### config.mk
export PLATFORM = sky130hd
export DESIGN_NAME = ladsr_div
export DESIGN_NICKNAME = d
export VERILOG_FILES = /design/src/linear_adsr_envelope_top_defines.svh /design/src/ladsr_pkg.sv /design/src/ladsr_div.sv
export SDC_FILE = /design/constraint.sdc
export NUM_CORES = 2
export LEC_CHECK = 0
export ABC_CLOCK_PERIOD_IN_PS = 4400
export BUFFER_PORTS_ARGS = -buffer_cell sky130_fd_sc_hd__clkbuf_2
export CAP_MARGIN = 25
export CORE_ASPECT_RATIO = 1.2
export CORE_MARGIN = 2
export CORE_UTILIZATION = 50
export CTS_CLUSTER_DIAMETER = 30
export DETAILED_ROUTE_END_ITERATION = 8
export PLACE_DENSITY = 0.66
export SLEW_MARGIN = 20
export SYNTH_ARGS = -nofsm -noshare
export SYNTH_HDL_FRONTEND = slang
export SYNTH_SLANG_ARGS = --single-unit
### constraint.sdc
create_clock -name clk_i -period 4.4 [get_ports clk_i]
set_input_delay 0 -clock clk_i [delete_from_list [all_inputs] [get_ports clk_i]]
set_output_delay 0 -clock clk_i [all_outputs]
set_load 0.02 [all_outputs]
### src/linear_adsr_envelope_top_defines.svh
// assertion macros for the linear adsr envelope block
// used by the top level, expects clk_i and rst_ni in scope
`ifndef LINEAR_ADSR_ENVELOPE_TOP_DEFINES_SVH
`define LINEAR_ADSR_ENVELOPE_TOP_DEFINES_SVH

// same-cycle implication
`define LADSR_ASSERT_IMP(lbl, ante, cons, msg) \
  lbl: assert property (@(posedge clk_i) disable iff (!rst_ni) (ante) |-> (cons)) \
    else $error(msg);

// next-cycle implication
`define LADSR_ASSERT_NXT(lbl, ante, cons, msg) \
  lbl: assert property (@(posedge clk_i) disable iff (!rst_ni) (ante) |=> (cons)) \
    else $error(msg);

`endif

### src/ladsr_pkg.sv
// types, constants and helper functions of the linear adsr envelope block
// no dependencies
package ladsr_pkg;

  localparam int TimeBits = 32;
  localparam int FieldW   = 32;
  localparam int TimeW    = (TimeBits < FieldW) ? TimeBits : FieldW;
  localparam int CmpW     = (TimeW > 25) ? TimeW : 25;
  localparam int DurW     = 24;
  localparam int LvlW     = 16;
  localparam int NumW     = DurW + LvlW;
  localparam int DivSteps = LvlW;
  localparam int CfgIdxW  = 3;
  localparam int CfgDataW = 24;

  localparam logic [LvlW-1:0] LevelOne = 16'd32768;

  typedef enum logic [CfgIdxW-1:0] {
    RegAttack  = 3'd0,
    RegDecay   = 3'd1,
    RegRelease = 3'd2,
    RegStart   = 3'd3,
    RegSustain = 3'd4
  } cfg_reg_e;

  typedef struct packed {
    logic [LvlW-1:0] base;
    logic            neg;
    logic            held;
    logic            rel_done;
    logic [DurW-1:0] rel;
  } div_side_t;

  function automatic logic [DurW-1:0] dur_f(logic [DurW-1:0] v);
    return (v == '0) ? DurW'(1) : v;
  endfunction

  function automatic logic [LvlW-1:0] lvl_f(logic [LvlW-1:0] v);
    return (v > LevelOne) ? LevelOne : v;
  endfunction

endpackage

### src/ladsr_div.sv
// pipelined restoring divider, one quotient bit per stage
// depends on ladsr_pkg; quotient must fit in LvlW bits
module ladsr_div (
  input  logic                        clk_i,
  input  logic                        rst_ni,
  input  logic                        en_i,
  input  logic                        valid_i,
  input  logic [ladsr_pkg::NumW-1:0]  num_i,
  input  logic [ladsr_pkg::DurW-1:0]  den_i,
  input  ladsr_pkg::div_side_t        side_i,
  output logic                        valid_o,
  output logic [ladsr_pkg::LvlW-1:0]  quot_o,
  output ladsr_pkg::div_side_t        side_o
);
  import ladsr_pkg::*;

  typedef struct packed {
    logic [DurW-1:0] rem;
    logic [LvlW-1:0] lo;
    logic [LvlW-1:0] quot;
    logic [DurW-1:0] den;
    div_side_t       side;
  } div_stage_t;

  function automatic div_stage_t step_f(div_stage_t cur);
    logic [DurW:0] trial;
    logic [DurW:0] diff;
    logic          ge;
    div_stage_t    nxt;
    trial    = {cur.rem, cur.lo[LvlW-1]};
    diff     = trial - {1'b0, cur.den};
    ge       = trial >= {1'b0, cur.den};
    nxt      = cur;
    nxt.rem  = ge ? diff[DurW-1:0] : trial[DurW-1:0];
    nxt.lo   = {cur.lo[LvlW-2:0], 1'b0};
    nxt.quot = {cur.quot[LvlW-2:0], ge};
    return nxt;
  endfunction

  div_stage_t           init;
  div_stage_t           st_d [DivSteps];
  div_stage_t           st_q [DivSteps];
  logic [DivSteps-1:0]  v_q;

  always_comb begin
    init.rem  = num_i[NumW-1:LvlW];
    init.lo   = num_i[LvlW-1:0];
    init.quot = '0;
    init.den  = den_i;
    init.side = side_i;
  end

  always_ff @(posedge clk_i or negedge rst_ni) begin
    if (!rst_ni) begin
      v_q <= '0;
    end else if (en_i) begin
      v_q <= {v_q[DivSteps-2:0], valid_i};
    end
  end

  for (genvar k = 0; k < DivSteps; k++) begin : g_step
    if (k == 0) begin : g_first
      assign st_d[k] = step_f(init);
    end else begin : g_next
      assign st_d[k] = step_f(st_q[k-1]);
    end

    always_ff @(posedge clk_i) begin
      if (en_i) begin
        st_q[k] <= st_d[k];
      end
    end
  end

  assign valid_o = v_q[DivSteps-1];
  assign quot_o  = st_q[DivSteps-1].quot;
  assign side_o  = st_q[DivSteps-1].side;

endmodule
==> metrics <==
status=completed; CTS H-tree lvls=5; top-area cell type share of the netlist area=67.5%; post-DR wirelength/cell=17.9 um; vias in the first global route=44.5k; Synth area leaders=edfxtp_1 68%, ha_1 6.5%, mux2_2 3.5%, inv_1 2.5%, xnor2_1 2.3%; yosys warns=0; Total GRT Usage=18.9%; Final period util=92.2%; FP Rows=154; DP HPWL=97.9 mm; WL final=143 mm; post-CTS repair timing setup buffer count=0; initial antenna violation count=2; Post-Syn Instances=5082; final hold viol count=0; setup slack at placement=0.308 ns; iteration count of the initial detailed-routing pass=7; ys flop type=edfxtp_1; largest net degree at the start of global routing=153; Fill cells=10.9k; EDFF count, synth=1664; sequential cell area fraction in the yosys report=68.1%; Die Wd=355 um; RD Place Congestion=0.922; DRC=0; Iter 0 DRT Violations=2165; Slew Limit Headroom=25.3%; critical path type=flip-flop to flip-flop; Post-DRT Antenna Nets=0; TritonCTS clock tree=built; synth-to-layout area growth=22.9%; via count=41.6k; Post-synth ARST share=0.952%; core area=0.147 mm^2; clk_skew=0.0509 ns; cts hold-fix bufs=250; Post-CTS Resized=0; grt ovf=0; clk sink count=1680; CTS Buffer Depth=4; cell taking the most area after synthesis=edfxtp_1; post-route setup TNS=0 ns; Synth Net Count=5592; final setup violation count=0; Yosys reg bits=1680; cts bufs inserted=322; first-pass GRT wire length=223 mm; CP required=5.01 ns; reported max-cap violation count=0; full die area=0.151 mm^2; post-synthesis cell area=0.0740 mm^2; Nets=6291; vias per cell=5.22; clock transition at the registers of the reported paths=0.06 ns; fraction of layout cells with a size suffix above 1=17.2%; Arrival @ worst endpoint=4.67 ns; average footprint of a synthesized cell=14.6 um^2; root buffer cell=clkbuf_16; Leak=36.0 nW; Max Slew Vio Count=0; worst-path maximum fanout=25; CP Capture Type=flip-flop; die height=425 um; Netlist cell types=83; port bufs=170; Peak Freq=247 MHz; final worst path period need=4.06 ns; # IOs=171; clock latency on the worst-skew pair=0.91 ns; PD cells=731 mW/mm^2; startpoint types=flip-flop; Initial Utilization=50.4%; unrepaired setup endpoints after global routing=false; maximum vdd drop=0.451 mV; worst hold path type=input port to flip-flop; Slew @ Worst Pin=1.11 ns; setup slack after layout=0.343 ns
-- registers in the layout, summed over array words and instances, names as in the netlist --
name,count
st_q,1664
v_q,16
-- Yosys cell counts, types with 24 or more instances --
cell,n
o21ai_0,188
a31oi_1,25
edfxtp_1,1664
o21bai_1,31
xor2_1,100
nand4_1,63
a21oi_1,332
ha_1,384
a21o_1,160
mux2_2,227
inv_1,488
clkbuf_1,46
nand3_1,58
buf_4,63
o21a_1,55
mux2i_1,24
a211oi_1,24
xnor2_1,192
nor2_1,242
nand2_1,187
nor2b_1,57
and3_1,37
nor3_1,47
nand2b_1,38
-- logic make-up (layout without fill, tap and decap cells) --
logic type | Yosys count | after routing | synth area share, %
AO/OA/AOI/OAI | 991 | 991 | 8.49
XOR/XNOR | 292 | 292 | 3.46
adder cells (fa/ha/maj) | 399 | 399 | 6.90
buffers and inverters | 621 | 1560 | 3.50
flip-flops | 1680 | 1680 | 68.1
multiplexers | 267 | 267 | 4.02
other | 0 | 2 | 0
AND/OR/NAND/NOR | 832 | 832 | 5.57
-- stage by stage --
step                      util (%)  hold WS (ns)  cell area, um^2  std cells  power (mW)
final                         61.9         0.176            90900       7973        66.4
after global routing          61.9         0.155            90900       7971        70.0
after CTS                     61.9        0.0919            90900       7971        67.0
after detailed placement      52.8       -0.0637            77500       7157        42.0
after global placement        52.8       -0.0720            77500       7157        41.6
after floorplan                  -        -0.296            74000       5082        36.7
-- power breakdown --
part	switching [mW]	internal, mW
Combinational	10.2	9.01
Sequential	1.32	21.5
Clock	7.87	16.5
-- layout make-up --
class,instances,area [um^2],share of cell area (%)
antenna,2,5.00,0.00550
clock buffer,359,8460,9.31
clock inverter,205,2470,2.71
timing repair buffer,507,4250,4.67
multi-input combinational,2781,21100,23.2
tap,1950,2440,2.68
sequential,1680,50400,55.4
inverter,489,1840,2.02
-- layer usage --
layer  wire, um  GRT usage (%)
met5          0              0
met3       5080           3.78
met1      48100           17.0
met2      79400           36.9
met4      10100           13.7
-- cells in the final DEF (no fill, tap or decap), types with 47 or more instances in the layout --
cell type	n
nand3_1	58
nor2_1	241
clkbuf_16	333
nor3_1	47
mux2_2	227
ha_1	384
nand4_1	63
nor2b_1	57
a21o_1	160
edfxtp_1	1664
buf_4	69
dlygate4sd3_1	250
a21oi_1	330
clkbuf_2	169
inv_1	488
o21ai_0	188
xnor2_1	192
o21a_1	55
nand2_1	187
xor2_1	100
-- path summary, 6_finish.rpt --
path	depth (start not counted)	endpoint	startpoint	slack [ns]
max	14	st_q[1][588]	st_q[1][410]	0.34
min	4	st_q[0][98]	den_i[0]	0.18
max reg2reg	14	st_q[1][588]	st_q[1][410]	0.34
min reg2reg	0	st_q[0][378]	st_q[0][256]	0.39
max in group asynchronous	3	v_q[14]	rst_ni	3.73
min in group asynchronous	3	v_q[0]	rst_ni	0.23
-- worst max-delay path, cell delays in order, from the launching register on --
cell,delay [ns]
edfxtp_1,0.40
inv_1,0.06
ha_1,0.30
nor2b_1,0.13
o21a_1,0.18
o21ai_0,0.27
a21oi_1,0.22
o21ai_0,0.42
o311ai_0,0.20
buf_4,0.20
a21oi_1,0.41
o31ai_1,0.17
a211o_1,0.35
buf_12,0.18
mux2_2,0.29
No activity file was read; power rests on OpenSTA's default activity.
